--- src/hw/rtl/jsd_divider.sv ---
// Restoring divider, one quotient bit per cycle: 40-bit dividend by 18-bit divisor.
// Depends on nothing.
module jsd_divider
(
    input  logic        clk,
    input  logic        rst_n,
    input  logic        start,
    input  logic [39:0] dividend,
    input  logic [17:0] divisor,
    output logic        done,
    output logic [39:0] quotient
);
    logic [39:0] q_reg, q_next;
    logic [18:0] r_reg, r_next;
    logic [5:0]  cnt_reg, cnt_next;
    logic        busy_reg, busy_next;
    logic        done_reg, done_next;
    logic [18:0] trial;
    logic [18:0] diff;

    assign trial = {r_reg[17:0], q_reg[39]};
    assign diff  = trial - {1'b0, divisor};

    always_comb
    begin
        q_next    = q_reg;
        r_next    = r_reg;
        cnt_next  = cnt_reg;
        busy_next = busy_reg;
        done_next = 1'b0;
        if (start)
        begin
            q_next    = dividend;
            r_next    = '0;
            cnt_next  = 6'd0;
            busy_next = 1'b1;
        end
        else if (busy_reg)
        begin
            if (trial >= {1'b0, divisor})
            begin
                r_next = diff;
                q_next = {q_reg[38:0], 1'b1};
            end
            else
            begin
                r_next = trial;
                q_next = {q_reg[38:0], 1'b0};
            end
            cnt_next = cnt_reg + 6'd1;
            if (cnt_reg == 6'd39)
            begin
                busy_next = 1'b0;
                done_next = 1'b1;
            end
        end
    end

    always_ff @(posedge clk or negedge rst_n)
    begin
        if (!rst_n)
        begin
            busy_reg <= 1'b0;
            done_reg <= 1'b0;
            cnt_reg  <= '0;
        end
        else
        begin
            busy_reg <= busy_next;
            done_reg <= done_next;
            cnt_reg  <= cnt_next;
        end
    end

    always_ff @(posedge clk)
    begin
        q_reg <= q_next;
        r_reg <= r_next;
    end

    assign done     = done_reg;
    assign quotient = q_reg;
endmodule

--- config.mk ---
export PLATFORM = sky130hd
export DESIGN_NAME = jsd_divider
export DESIGN_NICKNAME = d
export VERILOG_FILES = /design/src/hw/rtl/jsd_divider.sv
export SDC_FILE = /design/constraint.sdc
export NUM_CORES = 1
export LEC_CHECK = 0
export BUFFER_PORTS_ARGS = -buffer_cell sky130_fd_sc_hd__buf_4
export CORE_MARGIN = 2
export CORE_UTILIZATION = 27
export DETAILED_ROUTE_END_ITERATION = 10
export PLACE_DENSITY = 0.53
export SLEW_MARGIN = 20
export SYNTH_ARGS = -nofsm -noshare
export SYNTH_HDL_FRONTEND = slang
export SYNTH_SLANG_ARGS = --single-unit
--- constraint.sdc ---
create_clock -name clk -period 2.2 [get_ports clk]
set_input_delay 0.44 -clock clk [delete_from_list [all_inputs] [get_ports clk]]
set_output_delay 0.44 -clock clk [all_outputs]
set_load 0.02 [all_outputs]
==> flow_summary.toml, run 1 <==
[setup_path]
crit_family = "compound AO/OA/AOI/OAI gates"
cp-start-kind = "register"
path_buf_inv = 0
path_depth = 7
worstPathCellList = "ha_4 -> a21o_1 -> a31o_1 -> a221o_1 -> or4_4 -> o2111ai_2 -> o21ai_2"
worstSetupPathType = "register to register"
crit_path_end_kind = "register"
rrSetupSlack_ps = 4
cp_max_fo = 5
critPathRequiredTime_ps = 2420
ff2ff_path_depth = 7
critPathArrivalTime_ps = 2410
crit_path_top_delay_cell = "or4_4"
cp_slowest_stage_delay_ps = 540

[routing]
drc = 0
firstDrtPassIters = 4
dr_total_vias = 3694
routed_wl_um = 12000
drt_iter0_drc = 144
wl_per_cell_um = 15.8
routed_via_density = 4.87
drtAntennaViolNets = 0

[clock_tree]
cts.sinks = 66
cts_max_path_buffers = 2
clk-insertion-delay-late_ps = 340
cts_made_buffers = 9
cts_tree = "done"
cts-root-buf = "clkbuf_16"
cts.htree.levels = 3
path_clk_slew_ps = 60

[logic_synthesis]
synth_cell_types = 64
synth_fa_ha_area_share_pct = 6.19
synth_xor_area_share_pct = 2.52
postSynthCellCount = 391
yosys_most_used_dff = "edfxtp_1"
ys_seq_elements = 66
synth_mux_area_share_pct = 10.8
ys_warn_count = 0
synth_edf_count = 40
seq_area_frac_synth_pct = 42.3
postSynthAreaPerCell_um2 = 10.6
synth_compound_area_share_pct = 18.9
syn-num-nets = 472
yosys.area_share.simple_pct = 12.4
syn_area_mm2 = 0.00416
async_flop_share_pct = 12.1
synth_top_family_by_area = "compound AO/OA/AOI/OAI gates"

[global_routing]
track_usage_pct = 14.5
grt_max_degree = 41
overflow = 0
grt_pass1_wl_um = 18900
grt_pass1_vias = 3710
antenna_found_initial = 0

[timing]
post-route-period-util_pct = 99.8
hold_viol = 0
holdWs_ps = 409
report.final.setup_viol = 0
slew_headroom_pct = 64.1
period_minus_slack_ps = 2200
timing.final.ws_setup_ps = 3.92
slew_violations = 0
rsz0062_at_grt = "true"
worst_slew_pin_slew_ps = 535
finalClockSkew_ps = 9.04
timing.fmax_mhz = 455

[floorplanning]
die_h_um = 128
core_area_mm2 = 0.0151
rows = 45
dieArea_mm2 = 0.0164
start_util_pct = 27.5
num_io_pins = 102
die_w_um = 128

[layout]
synthToLayoutAreaGrowth_pct = 52.5
finalNonFillerCells = 759
diodes = 0
layout_common_cells = "buf_4 (183), edfxtp_1 (40), mux2_2 (39)"
layout_commonest_cell = "buf_4"
final_nets = 647
fin_area_mm2 = 0.00635
final-seq-area_mm2 = 0.00177
drive_above_1_share_pct = 54.3
largest_reg_flops = 40
fillers = 1450
multiInputGateArea_mm2 = 0.00243

[min_path]
hold_depth = 2
hold_path.class = "primary input to register"

[status]
status = "completed"

[place]
dpl.hpwl_um = 9050
placed_cells = 737
placed_cell_area_mm2 = 0.00568
gp_congestion = 0.821
pre_cts_slack_ps = -323
placement.io_buffers = 101

[power_and_ir_drop]
p_leak_uw = 0.00273
irDropWorstVdd_uv = 412
p_per_area_mw_per_mm2 = 724
power.total_uw = 4600

[job]
max-cap-violations = 0
final timing paths:
| check | end | startpoint |
|---|---|---|
| max reg2reg | r_reg[17]$_SDFFE_PP0P_ | r_reg[7]$_SDFFE_PP0P_ |
| min | quotient[1]$_DFFE_PP_ | dividend[1] |
| min reg2reg | r_reg[14]$_SDFFE_PP0P_ | r_reg[14]$_SDFFE_PP0P_ |
| max | r_reg[17]$_SDFFE_PP0P_ | r_reg[7]$_SDFFE_PP0P_ |
| min in group asynchronous | cnt_reg[5]$_DFFE_PN0P_ | rst_n |
| max in group asynchronous | cnt_reg[3]$_DFFE_PN0P_ | rst_n |
per-stage QoR:
step	setup TNS [ps]	utilization, %
4_1_cts	-46.3	40.4
2_1_floorplan	-106	-
5_1_grt	-127	41.9
3_5_place_dp	-5130	37.5
3_3_place_gp	-4220	37.5
6_report	0	41.9
worst register-to-register path: stages, from the launching register on:
cell and delay, ps:
dfxtp_2 340, ha_4 260, a21o_1 200, a31o_1 250, a221o_1 330, or4_4 540, o2111ai_2 100, o21ai_2 60
area by class of cell:
| class | instances | area share [%] |
|---|---|---|
| sequential | 66 | 27.9 |
| multi-input combinational | 275 | 38.4 |
| clock inverter | 6 | 1.40 |
| timing repair buffer | 190 | 23.3 |
| inverter | 24 | 1.58 |
| tap | 188 | 3.71 |
| clock buffer | 10 | 3.76 |
metal layers:
layer	wire (um)	global-route usage, %	up-vias
met2	5850	24.0	76
met1	5490	18.6	1779
met4	151	3.68	0
met5	0	0	-
li1	-	-	1829
met3	510	4.09	10
Yosys cell counts, drive strengths merged (4+ instances only):
master	count	area, um2
ha	19	238
inv	24	90.1
a211oi	5	37.5
a21o	10	75.1
xnor2	6	52.6
buf	14	126
and3	5	32.5
nor2b	4	25.0
dfrtp	8	200
o211ai	7	52.6
dfxtp	18	360
o21ai	21	120
nand4	8	50.1
and2	7	46.3
nand3	15	75.1
nand2	18	67.6
xor2	6	52.6
o21a	6	45.0
nor2	26	97.6
clkbuf	12	68.8
mux2	39	439
a311oi	11	96.3
edfxtp	40	1200
nor3	7	46.3
a21oi	18	105
cell families after synthesis:
| kind of cell | count (synthesis) |
|---|---|
| DFF | 66 |
| xor gates and xnor gates | 12 |
| and+or+nand+nor | 100 |
| buffers and inverters | 50 |
| muxes | 40 |
| adders and majority gates | 20 |
| AOI/OAI and AO/OA | 103 |
repair_timing:
item                       4_1_cts  5_1_grt
cloned                           0        0
pin swaps                        5        7
hold buffers                     1        0
setup buffers                    1        4
hold endpoints to repair         8        0
gates resized for setup         22       32
setup endpoints to repair       18       19
power breakdown:
| part | internal [uW] | switching, uW | total [uW] |
|---|---|---|---|
| combinational | 790 | 673 | 1460 |
| clock | 1020 | 558 | 1580 |
| sequential | 1460 | 96.3 | 1550 |
Power figures use the tool's default switching activity.
==> run 2: changes to the inputs <==
--- a/config.mk
+++ b/config.mk
@@ -8,6 +8,5 @@
 export BUFFER_PORTS_ARGS = -buffer_cell sky130_fd_sc_hd__buf_4
-export CORE_MARGIN = 2
-export CORE_UTILIZATION = 27
+export CORE_UTILIZATION = 40
 export DETAILED_ROUTE_END_ITERATION = 10
-export PLACE_DENSITY = 0.53
+export PLACE_DENSITY = 0.7
 export SLEW_MARGIN = 20
--- a/constraint.sdc
+++ b/constraint.sdc
@@ -3,2 +3,2 @@
 set_output_delay 0.44 -clock clk [all_outputs]
-set_load 0.02 [all_outputs]
+set_load 0.1 [all_outputs]
==> flow_summary.toml, run 2 (synthesized netlist as in run 1, its figures left out) <==
[layout]
diodes = 0
layout_common_cells = "buf_4 (176), edfxtp_1 (40), mux2_2 (39)"
fin_area_mm2 = 0.00608
multiInputGateArea_mm2 = 0.00240
largest_reg_flops = 40
final-seq-area_mm2 = 0.00177
final_nets = 640
synthToLayoutAreaGrowth_pct = 45.9
layout_commonest_cell = "buf_4"
drive_above_1_share_pct = 52.8
fillers = 843

[floorplanning]
num_io_pins = 102
die_h_um = 104
dieArea_mm2 = 0.0108
die_w_um = 104
start_util_pct = 42.0
core_area_mm2 = 0.00991
rows = 36

[setup_path]
crit_path_end_kind = "register"
critPathRequiredTime_ps = 2420
path_buf_inv = 1
worstSetupPathType = "register to register"
cp_max_fo = 4
cp_slowest_stage_delay_ps = 370
critPathArrivalTime_ps = 2370
crit_family = "compound AO/OA/AOI/OAI gates"
startpoint = "quotient[39]$_DFFE_PP_"
r2r-start = "quotient[39]$_DFFE_PP_"
crit_path_top_delay_cell = "edfxtp_1"
worstPathCellList = "inv_2 -> ha_4 -> fa_2 -> nor2b_4 -> o21bai_4 -> a211o_4 -> a21oi_2 -> xnor2_1 -> o211ai_1"
cp-start-kind = "register"

[timing]
report.final.setup_viol = 0
finalSetupTns_ps = 0
timing.fmax_mhz = 464
hold_viol = 0
post-route-period-util_pct = 97.9
slew_headroom_pct = 70.7
finalClockSkew_ps = 9.78
timing.final.ws_setup_ps = 47.0
slew_violations = 0
worst_slew_pin_slew_ps = 440
holdWs_ps = 391
period_minus_slack_ps = 2150
rsz0062_at_grt = "true"

[routing]
routed_via_density = 5.43
drtAntennaViolNets = 0
drc = 0
firstDrtPassIters = 5
drt_iter0_drc = 184
dr_total_vias = 3788
routed_wl_um = 11500
wl_per_cell_um = 16.5

[global_routing]
grt_pass1_wl_um = 18300
antenna_found_initial = 0
overflow = 0
grt_max_degree = 40
track_usage_pct = 21.0
grt_pass1_vias = 3667

[clock_tree]
cts-root-buf = "clkbuf_8"
cts_max_path_buffers = 2
cts_made_buffers = 9
path_clk_slew_ps = 90
clk-insertion-delay-late_ps = 340
cts.sinks = 66
cts_tree = "done"
cts.htree.levels = 3

[power_and_ir_drop]
p_per_area_mw_per_mm2 = 763
irDropWorstVdd_uv = 428
p_leak_uw = 0.00264

[status]
status = "completed"

[place]
placement.io_buffers = 101
pre_cts_slack_ps = -320
gp_congestion = 0.865
dpl.hpwl_um = 8500
placed_cell_area_mm2 = 0.00552

[min_path]
hold_path.class = "primary input to register"
min-delay-start = "dividend[17]"

[job]
max-cap-violations = 0
## run 2: cell count changes in the layout (fill, tap and decap cells not counted), sizes merged
cell / previous run / this run
inv: 25 / 26
clkbuf: 10 / 9
clkinv: 1 / 3
buf: 189 / 182
clkinvlp: 2 / 0
## run 2: worst paths after layout
path	to	slack, ps	depth (start not counted)
worst max-delay path	r_reg[16]$_SDFFE_PP0P_	50	9
worst min-delay path	quotient[17]$_DFFE_PP_	390	2
worst max register to register	r_reg[16]$_SDFFE_PP0P_	50	9
worst min register to register	r_reg[11]$_SDFFE_PP0P_	510	2
max in group asynchronous	busy_reg$_DFF_PN0_	1630	2
min in group asynchronous	cnt_reg[0]$_DFFE_PN0P_	450	2
## run 2: power breakdown
| group | total [uW] | internal [uW] | switching, uW |
|---|---|---|---|
| sequential | 1550 | 1460 | 98.6 |
| clock | 1170 | 648 | 523 |
| combinational | 1910 | 755 | 1160 |
## run 2: metrics by stage
stage                     total power [uW]  cells  util, %
after global placement                3300    676     55.7
after CTS                             4530    695     58.7
after detailed placement              3330    676     55.7
final                                 4640    697     61.3
after global routing                  4840    697     61.3
after floorplan                       2790    391        -
## run 2: worst reg2reg max path, cell delays in order, from the launching register on
cell	delay [ps]
edfxtp_1	370
inv_2	70
ha_4	160
fa_2	370
nor2b_4	160
o21bai_4	110
a211o_4	370
a21oi_2	170
xnor2_1	160
o211ai_1	110
## run 2: final cells by class
type | instances | area share, %
repair buffers | 183 | 23.5
well taps | 133 | 2.74
multi-input cells | 275 | 39.5
flip-flops and latches | 66 | 29.2
clock buffers | 9 | 2.04
clock inverters | 7 | 1.65
inverters | 24 | 1.48
## run 2: layer usage
layer  up-vias  global-route usage [%]  share of wire (%)  wire (um)
met5         -                       0                  0          0
met4         0                    6.53                1.3        150
met3        13                    3.45                4.7        546
met2       119                    36.0                 51       5870
met1      1840                    27.1                 43       4970
li1       1816                       -                  -          -
## run 2: what timing repair did
item,in CTS,in global routing
hold buffers,1,0
hold endpoints to repair,8,0
resized for setup,11,42
endpoints found under the setup margin,13,19
buffers inserted,2,2
pin swaps,3,2
==> run 3: changes to the inputs <==
Settings changed: SETUP_SLACK_MARGIN from default to 0.5.
==> flow_summary.toml, run 3 (synthesized netlist as in run 1, its figures left out) <==
[status]
status = "completed"

[clock_tree]
clk-insertion-delay-late_ps = 340
cts.sinks = 66
cts_max_path_buffers = 2
cts_tree = "done"
cts_made_buffers = 9
cts.htree.levels = 3
cts-root-buf = "clkbuf_8"
path_clk_slew_ps = 90

[layout]
synthToLayoutAreaGrowth_pct = 60.7
final_nets = 672
layout_common_cells = "buf_4 (190), edfxtp_1 (40), mux2_2 (39)"
final_core_util_pct = 67.5
drive_above_1_share_pct = 61.4
multiInputGateArea_mm2 = 0.00272
final-seq-area_mm2 = 0.00179
largest_reg_flops = 40
fillers = 711
layout_commonest_cell = "buf_4"
diodes = 0

[setup_path]
ff2ff_path_depth = 9
cp_slowest_stage_delay_ps = 370
cp-start-kind = "register"
crit_path_end_kind = "register"
worstPathCellList = "inv_2 -> ha_4 -> fa_2 -> nor2b_4 -> o21bai_4 -> a21oi_4 -> nor3_2 -> a211o_1 -> a311oi_2"
rrSetupSlack_ps = 60
path_depth = 9
crit_family = "compound AO/OA/AOI/OAI gates"
critPathArrivalTime_ps = 2390
worstSetupPathType = "register to register"
crit_path_top_delay_cell = "edfxtp_1"
path_buf_inv = 1
r2r-start = "quotient[39]$_DFFE_PP_"
startpoint = "quotient[39]$_DFFE_PP_"
crit_path_end = "r_reg[8]$_SDFFE_PP0P_"
cp_max_fo = 4
critPathRequiredTime_ps = 2440
r2r_end = "r_reg[8]$_SDFFE_PP0P_"

[place]
dpl.hpwl_um = 8600
gp_congestion = 0.933
placement.io_buffers = 101

[routing]
dr_total_vias = 4002
drc = 0
drt_iter0_drc = 258
wl_met1_um = 5400
wl_per_cell_um = 18.2
highest_layer = "met4"
routed_via_density = 5.49
routed_wl_um = 13300
drtAntennaViolNets = 0
wl_met2_um = 6780
wl_met3_um = 700
firstDrtPassIters = 4

[timing]
rsz0062_at_grt = "true"
slew_violations = 0
slew_headroom_pct = 64.8
post-route-period-util_pct = 97.5
timing.fmax_mhz = 466
finalClockSkew_ps = 16.7
worst_slew_pin_slew_ps = 524
report.final.setup_viol = 0
hold_viol = 0
finalSetupTns_ps = 0
period_minus_slack_ps = 2140
holdWs_ps = 411

[floorplanning]
core_area_mm2 = 0.00991
die_w_um = 104
start_util_pct = 42.0
die_h_um = 104
dieArea_mm2 = 0.0108
num_io_pins = 102
rows = 36

[power_and_ir_drop]
p_per_area_mw_per_mm2 = 728
p_leak_uw = 0.00287
irDropWorstVdd_uv = 381
power.total_uw = 4870

[global_routing]
grt_pass1_vias = 4104
track_usage_pct = 23.9
antenna_found_initial = 0
grt_max_degree = 33
overflow = 0
grt_pass1_wl_um = 20800

[min_path]
hold_depth = 2
hold_path.class = "primary input to register"

[job]
max-cap-violations = 0
-- run 3: cell types whose count changed in the layout (fill, tap and decap cells not counted), sizes merged --
| cell | change |
|---|---|
| inv | -3 |
| clkbuf | +1 |
| o21a | +1 |
| clkinvlp | +2 |
| buf | +31 |
-- run 3: per-stage QoR --
stage	setup WS [ps]	std cells	instance area, um2
after detailed placement	-392	677	5520
final	55.6	729	6690
after CTS	70.1	712	6370
after global placement	-352	677	5520
after floorplan	-497	391	4220
after global routing	-16.4	729	6690
-- run 3: worst register-to-register path, delay by kind of cell (launching register included) --
kind / cells / cell delay, ps
buffers and inverters: 1 / 70
AND/OR/NAND/NOR: 2 / 250
AO/OA/AOI/OAI: 4 / 850
adder cells (fa/ha/maj): 2 / 520
flip-flops: 1 / 370
-- run 3: layer usage --
metal / GRT usage, % / vias to the layer above
li1: - / 1877
met1: 29.6 / 1923
met2: 41.2 / 168
met3: 4.07 / 34
met4: 9.69 / 0
met5: 0 / -
-- run 3: layout make-up --
cell class | instances | share of cell area (%)
well taps | 133 | 2.49
inverters | 24 | 1.40
multi-input cells | 276 | 40.7
repair buffers | 214 | 25.6
flip-flops and latches | 66 | 26.7
clock buffers | 10 | 1.91
clock inverters | 6 | 1.22
-- run 3: repair_timing --
item,in CTS,in global routing
hold endpoints to repair,8,0
gates cloned,0,1
endpoints found under the setup margin,19,19
gates resized for setup,90,40
buffers inserted,18,16
hold buffers,1,0
pin swaps,34,35
-- run 3: where the power goes --
group | internal (uW) | switching [uW]
combinational | 900 | 1290
clock | 632 | 490
sequential | 1460 | 100
-- run 3: how the worst min path moves through the flow --
stage	slack [ps]	startpoint	to
after floorplan	140	rst_n	busy_reg$_DFF_PN0_
after global placement	260	rst_n	cnt_reg[1]$_DFFE_PN0P_
after detailed placement	270	rst_n	cnt_reg[0]$_DFFE_PN0P_
after CTS	400	dividend[14]	quotient[14]$_DFFE_PP_
after global routing	390	dividend[14]	quotient[14]$_DFFE_PP_
final	410	dividend[12]	quotient[12]$_DFFE_PP_
